--- src/hdl/ccsr_pkg.sv ---
package ccsr_pkg;

    // Default build sizes.
    localparam int DEF_COVER_SIZE     = 128;
    localparam int DEF_MAX_SOURCE_DIM = 512;

    // Fixed field widths of the port beats.
    localparam int CFG_W       = 10;
    localparam int CFG_INDEX_W = 1;
    localparam int LOAD_XY_W   = 9;
    localparam int COLOR_W     = 8;
    localparam int OUT_XY_W    = 7;
    localparam int PIXEL_W     = 16;

    // Configuration register indexes.
    localparam logic [CFG_INDEX_W-1:0] REG_SOURCE_WIDTH  = 1'b0;
    localparam logic [CFG_INDEX_W-1:0] REG_SOURCE_HEIGHT = 1'b1;

    // Operation codes carried on func.
    localparam logic FUNC_LOAD  = 1'b0;
    localparam logic FUNC_FETCH = 1'b1;

    // Commands from the controller to the datapath.
    typedef struct packed {
        logic capture;
        logic clear;
        logic load_write;
        logic map;
        logic clamp;
        logic addr;
        logic read;
    } ccsr_cmd_t;

    // Status from the datapath to the controller.
    typedef struct packed {
        logic clear_last;
    } ccsr_status_t;

endpackage

--- src/hdl/ccsr_ctrl.sv ---
module ccsr_ctrl
    import ccsr_pkg::*;
(
    input  logic         clk,
    input  logic         rst_n,
    input  logic         start,
    input  logic         func,
    input  ccsr_status_t status,
    output logic         busy,
    output logic         done,
    output ccsr_cmd_t    cmd
);

    typedef enum logic [7:0] {
        ST_IDLE  = 8'b0000_0001,
        ST_CLEAR = 8'b0000_0010,
        ST_LOAD  = 8'b0000_0100,
        ST_MAP   = 8'b0000_1000,
        ST_CLAMP = 8'b0001_0000,
        ST_ADDR  = 8'b0010_0000,
        ST_READ  = 8'b0100_0000,
        ST_OUT   = 8'b1000_0000
    } state_t;

    state_t state_reg;
    state_t state_next;
    logic   accept;

    // A new beat may enter while idle, while a load writes, or while a result shows.
    assign busy   = !((state_reg == ST_IDLE) || (state_reg == ST_LOAD) ||
                      (state_reg == ST_OUT));
    assign accept = start && !busy;
    assign done   = (state_reg == ST_OUT);

    // Next state.
    always_comb
    begin
        state_next = state_reg;
        case (state_reg)
            ST_CLEAR:
            begin
                if (status.clear_last)
                begin
                    state_next = ST_IDLE;
                end
            end
            ST_IDLE, ST_LOAD, ST_OUT:
            begin
                if (accept)
                begin
                    state_next = (func == FUNC_LOAD) ? ST_LOAD : ST_MAP;
                end
                else
                begin
                    state_next = ST_IDLE;
                end
            end
            ST_MAP:   state_next = ST_CLAMP;
            ST_CLAMP: state_next = ST_ADDR;
            ST_ADDR:  state_next = ST_READ;
            ST_READ:  state_next = ST_OUT;
            default:  state_next = ST_IDLE;
        endcase
    end

    // State register; reset starts the clearing pass over the store.
    always_ff @(posedge clk or negedge rst_n)
    begin
        if (!rst_n)
        begin
            state_reg <= ST_CLEAR;
        end
        else
        begin
            state_reg <= state_next;
        end
    end

    // Datapath commands.
    always_comb
    begin
        cmd            = '0;
        cmd.capture    = accept;
        cmd.clear      = (state_reg == ST_CLEAR);
        cmd.load_write = (state_reg == ST_LOAD);
        cmd.map        = (state_reg == ST_MAP);
        cmd.clamp      = (state_reg == ST_CLAMP);
        cmd.addr       = (state_reg == ST_ADDR);
        cmd.read       = (state_reg == ST_READ);
    end

endmodule

--- config.mk ---
export PLATFORM = sky130hd
export DESIGN_NAME = ccsr_ctrl
export DESIGN_NICKNAME = d
export VERILOG_FILES = /design/src/hdl/ccsr_pkg.sv /design/src/hdl/ccsr_ctrl.sv
export SDC_FILE = /design/constraint.sdc
export NUM_CORES = 1
export LEC_CHECK = 0
export ABC_CLOCK_PERIOD_IN_PS = 1500
export BUFFER_PORTS_ARGS = -buffer_cell sky130_fd_sc_hd__buf_4
export CAP_MARGIN = 10
export CORE_AREA = 2 2 39 41
export CTS_CLUSTER_SIZE = 25
export DETAILED_ROUTE_END_ITERATION = 7
export DIE_AREA = 0 0 41 43
export GPL_ROUTABILITY_DRIVEN = 0
export MAX_ROUTING_LAYER = met4
export RECOVER_POWER = 25
export SLEW_MARGIN = 25
export SYNTH_ARGS = -nofsm -noshare
export SYNTH_HDL_FRONTEND = slang
export SYNTH_SLANG_ARGS = --single-unit
--- constraint.sdc ---
create_clock -name clk -period 1.5 [get_ports clk]
set_input_delay 0.3 -clock clk [delete_from_list [all_inputs] [get_ports clk]]
set_output_delay 0.3 -clock clk [all_outputs]
set_load 0.01 [all_outputs]
==> results of run 1 <==
report_power, final:
| group | internal [mW] | switching (mW) | total (mW) |
|---|---|---|---|
| Clock | 0.102 | 0.0910 | 0.194 |
| Combinational | 0.342 | 0.237 | 0.579 |
| Sequential | 0.246 | 0.0298 | 0.276 |
| Total | 0.690 | 0.358 | 1.05 |
how the worst min path moves through the flow:
stage,start,cells after the start,to
finish,status,2,state_reg[1]$_DFFE_PN1P_
global route,status,2,state_reg[1]$_DFFE_PN1P_
CTS,status,2,state_reg[1]$_DFFE_PN1P_
detailed placement,rst_n,1,state_reg[6]$_DFFE_PN0P_
global placement,rst_n,1,state_reg[6]$_DFFE_PN0P_
floorplan,rst_n,0,state_reg[0]$_DFFE_PN0P_
layer usage:
| metal | track usage, % | vias to the layer above | routed length, um | part of all wire (%) |
|---|---|---|---|---|
| met2 | 26.25 | 10 | 640 | 52 |
| met4 | 14.00 | 0 | 41 | 3.3 |
| li1 | - | 223 | - | - |
| met5 | - | - | 0 | 0 |
| met3 | 3.141 | 4 | 36 | 2.9 |
| met1 | 22.04 | 202 | 518 | 42 |
cells by family (layout without fill, tap and decap cells):
group | Yosys count | after routing | synth area share (%)
DFF | 8 | 8 | 47.49
buffers and inverters | 4 | 41 | 4.425
and+or+nand+nor | 27 | 27 | 43.96
AOI/OAI and AO/OA | 2 | 2 | 4.128
area by class of cell:
cell class | instances | area share [%]
Timing Repair Buffer | 34 | 34.82
Multi-Input combinational cell | 29 | 32.11
Sequential cell | 8 | 25.72
Clock buffer | 4 | 3.355
Tap cell | 16 | 2.556
Inverter | 3 | 1.438
cell usage in the layout (no fill, tap or decap), types with 2 or more instances in the layout:
cell	Yosys	final
buf_4	1	27
dfrtp_1	7	7
nor2_1	9	6
and4b_1	5	5
buf_6	0	5
nor2_2	0	3
nand4b_1	3	3
clkbuf_4	0	3
nand2b_1	2	2
inv_1	3	2
clkbuf_1	0	2
through the flow:
step / setup TNS [ps] / cell area, um2
after CTS: -3009 / 743.2
after detailed placement: -331.7 / 631.9
after global placement: -293.0 / 631.9
after floorplan: -75.20 / 424.2
after global routing: -3895 / 783.3
final: -3191 / 783.3
critical path: stages (launching register included):
cell and delay (ps):
dfrtp_1 410, nor4_4 310, nand4b_1 240, a31oi_2 260
buf_4 150
timing repair:
action                                  4_1_cts  5_1_grt
endpoints found under the setup margin       11       13
pin swaps                                     9        4
hold buffers                                  1        0
buffers inserted                              7        3
gates resized for setup                      10        8
endpoints found under the hold margin         7        0
==> reports/qor.csv, run 1 <==
stage,metric,value,unit
layout,largest_reg_flops,8,
route,via_per_inst,4.670,
yosys,netlist_instances,41,
floorplanning,die_w,41,um
critical_path,cp-start-kind,flop,
yosys,yosysSeqAreaShare,47.49,%
route,ant_nets,0,
critical_path,critPathKind,reg2out,
clock_network,cts_tree,yes,
floorplanning,num_rows,14,
critical_path,crit_end,cmd[6],
hold_path,min_path_type,in2reg,
run_status,violations,negative setup slack,
placed_design,dp_cells,82,
layout,diodes,0,
layout,nets,84,
route,drtIter0Drc,6,
floorplanning,die_height,43,um
yosys,yosysMostFrequentCell,nor2_1,
pwr,peakVddDrop,690.7,uV
floorplanning,initial_core_util,30.65,%
critical_path,endpoint_kind,output pin,
sta,finalHoldViolCount,0,
yosys,synthTopCellsByCount,"nor2_1, dfrtp_1, and4b_1, inv_1, nand4b_1",
sta,slew_headroom,69.53,%
sta,rsz0062_at_grt,true,
layout,drive_gt1_share,62.82,%
layout,regArea,201.4,um2
floorplanning,dieArea,1763,um2
clock_network,cts_root_buf,clkbuf_4,
yosys,synth_flop_cell,dfrtp_1,
layout,utilization,56.60,%
sta,max_clock_freq,519.8,MHz
sta,tightest_slew,457.0,ps
floorplanning,ioPinCount,14,
critical_path,reg2reg_to,state_reg[0]$_DFFE_PN0P_,
yosys,synth_top_area_cell,dfrtp_1,
route,vias,439,
route,wl_per_cell,13.15,um
clock_network,cts_buffers,3,
sta,finalCritPeriodShare,128.2,%
sta,slew_violations,0,
sta,whs,170.4,ps
pwr,powerDensity,1338,nW/um2
pwr,p_total,1.048,mW
yosys,async_reset_ff_share,100.0,%
global_routing,grt_pass1_vias,454,
yosys,synth_edf_count,0,
critical_path,crit_path_start,state_reg[0]$_DFFE_PN0P_,
sta,fin_ws,-423.7,ps
global_routing,grt_max_degree,9,
yosys,netlist_area,424.2,um2
clock_network,cts_num_sinks,8,
global_routing,grt_pass1_wl,2001,um
yosys,avgSynthCellArea,10.35,um2
global_routing,grt_usage,18.45,%
route,dr.pass1.iters,3,
critical_path,reg2reg_from,state_reg[3]$_DFFE_PN0P_,
yosys,ys_warn_count,0,
route,routed_wl,1236,um
pwr,p_leak,0.3960,nW
route,drc,0,
run,drv_cap,0,
floorplanning,core,1384,um2
placed_design,pre_cts_slack,-137.3,ps
placed_design,io_buffers,13,
layout,area_growth,84.66,%
layout,n_fill_cell,123,
placed_design,hpwlAfterDp,855.4,um
clock_network,htree_levels,1,
critical_path,reg2reg_slack,-120,ps
clock_network,clkLatencyLatePin,270,ps
global_routing,overflow,0,
critical_path,crit_fanout,3,
critical_path,r2r_cells,7,
run_status,status,"finished, violations left",
yosys,ys_types,18,
global_routing,antenna_found_initial,0,
layout,multi_input_area,251.5,um2
yosys,yosys_register_bits,8,
critical_path,arrival,1620,ps
yosys,synth_top_cell_area_share,41.30,%
sta,period_needed,1924,ps
critical_path,cp_data_required_time,1200,ps
clock_network,clk_pin_slew,50,ps
sta,fin_worst_skew,16.61,ps
yosys,syn_nets,46,
clock_network,clk_path_buf_depth,2,
layout,final_cell_count_no_fill,94,
sta,setup_viol_count_final,12,
yosys,synthTopCellsByArea,"dfrtp_1, and4b_1, nor2_1, dfstp_2, nand4b_1",
Power figures use the tool's default switching activity.
==> run 2: changes to the inputs <==
--- a/config.mk
+++ b/config.mk
@@ -14,6 +14,7 @@
 export DIE_AREA = 0 0 41 43
 export GPL_ROUTABILITY_DRIVEN = 0
 export MAX_ROUTING_LAYER = met4
+export PLACE_DENSITY = 0.69
 export RECOVER_POWER = 25
 export SLEW_MARGIN = 25
 export SYNTH_ARGS = -nofsm -noshare
==> run 2 against run 1 <==
Against the previous run:
- the run still ends with negative setup slack left
- combinational power decreased by 11%
- total power decreased by 7.1%
- non-clock buffer count decreased by 3
- utilization decreased by 2.3 points
- sequential share of layout area increased by 1.1 points
- critical endpoint unchanged
==> reports/qor.csv, run 2 (synthesis gave the netlist of run 1 again) <==
stage,metric,value,unit,change
hold_path,min_path_type,in2reg,,
layout,nets,81,,-3.6%
placed_design,pre_cts_slack,-140.8,ps,-3.408 ps
placed_design,dp_cells,84,,+2.4%
route,vias,427,,-2.7%
global_routing,grt_pass1_wl,1787,um,-11%
critical_path,arrival,1600,ps,-20 ps
sta,tns,-2710,ps,+480.8 ps
placed_design,hpwlAfterDp,826.7,um,-3.4%
sta,fin_ws,-397.5,ps,+26.21 ps
route,routed_wl,1051,um,-15%
clock_network,clk_pin_slew,50,ps,about the same
route,drc,0,,unchanged
clock_network,cts_num_sinks,8,,unchanged
hold_path,hp-start,status,,
sta,fin_worst_skew,9.204,ps,-7.404 ps
layout,drive_gt1_share,58.67,%,-4.2 points
critical_path,reg2reg_to,state_reg[3]$_DFFE_PN0P_,,
floorplanning,ioPinCount,14,,unchanged
floorplanning,core,1384,um2,unchanged
run_status,status,"finished, violations left",,
clock_network,cts_root_buf,clkbuf_4,,
placed_design,io_buffers,13,,unchanged
route,dr.pass1.iters,4,,+1
sta,tightest_slew,454.6,ps,-2.382 ps
critical_path,cp_data_required_time,1200,ps,about the same
floorplanning,die_w,41,um,unchanged
route,wl_per_cell,11.55,um,-12%
floorplanning,num_rows,14,,unchanged
hold_path,hold-path-cell-count,2,,unchanged
global_routing,overflow,0,,unchanged
critical_path,cp-start-kind,flop,,
layout,final_cell_count_no_fill,91,,-3.2%
layout,diodes,0,,unchanged
global_routing,grt_usage,16.49,%,-2.0 points
floorplanning,dieArea,1763,um2,unchanged
sta,period_needed,1897,ps,-26.21 ps
route,ant_nets,0,,unchanged
sta,slew_headroom,69.69,%,+0.16 points
clock_network,clkLatencyLatePin,260,ps,about the same
clock_network,htree_levels,1,,unchanged
layout,largest_reg_flops,8,,unchanged
layout,final_cell_mix,"buf_4, nor2_1, dfrtp_1",,
critical_path,critPathKind,reg2out,,
global_routing,grt_max_degree,9,,unchanged
pwr,peakVddDrop,696.3,uV,+0.81%
clock_network,clk_path_buf_depth,2,,unchanged
clock_network,cts_tree,yes,,
route,drtIter0Drc,10,,+4
critical_path,crit_fanout,3,,unchanged
sta,finalCritPeriodShare,126.5,%,-1.7 points
sta,slew_violations,0,,unchanged
critical_path,r2r_cells,5,,-2
sta,whs,171.1,ps,+0.7370 ps
pwr,powerDensity,1296,nW/um2,-3.2%
global_routing,antenna_found_initial,0,,unchanged
sta,finalHoldViolCount,0,,unchanged
floorplanning,initial_core_util,30.65,%,unchanged
route,via_per_inst,4.692,,+0.47%
sta,max_clock_freq,527.0,MHz,+1.4%
floorplanning,die_height,43,um,unchanged
layout,area_growth,77.29,%,
sta,setup_viol_count_final,9,,-3
critical_path,reg2reg_slack,0,ps,+120 ps
clock_network,cts_buffers,3,,unchanged
critical_path,reg2reg_from,state_reg[0]$_DFFE_PN0P_,,
run,drv_cap,0,,unchanged
layout,final_common_cell,buf_4,,
global_routing,grt_pass1_vias,416,,-8.4%
run_status,violations,negative setup slack,,
pwr,p_total,0.9743,mW,-7.1%
critical_path,endpoint_kind,output pin,,
hold_path,hold_end,state_reg[1]$_DFFE_PN1P_,,
pwr,p_leak,0.3799,nW,-4.1%
sta,rsz0062_at_grt,true,,
==> run 2: cell types whose count changed in the layout (fill, tap and decap cells not counted), sizes merged <==
cell,before,now
buf,32,29
==> run 2: through the flow <==
stage	util, %	area, um2
final	54.34	752.0
after global routing	54.34	752.0
after CTS	52.17	721.9
after detailed placement	46.75	646.9
after global placement	46.75	646.9
after floorplan	-	424.2
==> run 2: area by class of cell <==
class | count | area (um2)
Clock buffer | 4 | 26.28
Fill cell | 126 | 631.9
Inverter | 3 | 11.26
Multi-Input combinational cell | 29 | 250.2
Sequential cell | 8 | 201.4
Tap cell | 16 | 20.02
Timing Repair Buffer | 31 | 242.7
==> run 2: how the worst max path moves through the flow <==
stage	startpoint	endpoint
final	state_reg[0]$_DFFE_PN0P_	cmd[6]
after global placement	state_reg[0]$_DFFE_PN0P_	cmd[6]
after global routing	state_reg[0]$_DFFE_PN0P_	cmd[6]
after detailed placement	state_reg[0]$_DFFE_PN0P_	cmd[6]
after floorplan	state_reg[0]$_DFFE_PN0P_	cmd[6]
after CTS	state_reg[0]$_DFFE_PN0P_	cmd[6]
==> run 2: metal layers <==
layer  up-vias  share of wire [%]  global-route usage (%)
met3         2                7.8                   4.712
met4         0                1.1                   10.00
met2        15                 50                   24.69
li1        216                  -                       -
met1       194                 41                   18.48
met5         -                  0                       -
==> run 2: timing repair <==
action                                  CTS  global route
pin swaps                                 8             2
hold buffers                              1             0
hold endpoints to repair                  7             0
endpoints found under the setup margin   11            13
setup buffers                             2             1
gates resized for setup                   7             7
==> run 2: critical path, stage by stage, from the launching register on <==
cell and delay (ps):
dfrtp_1 400, nor4_4 310, nand4b_1 240, a31oi_2 250, buf_4 150
==> run 2: where the power goes <==
group	switching (mW)	total (mW)	leakage (nW)	internal (mW)
combinational	0.211	0.513	0.261	0.302
clock	0.0796	0.182	0.0150	0.102
sequential	0.0337	0.280	0.103	0.246
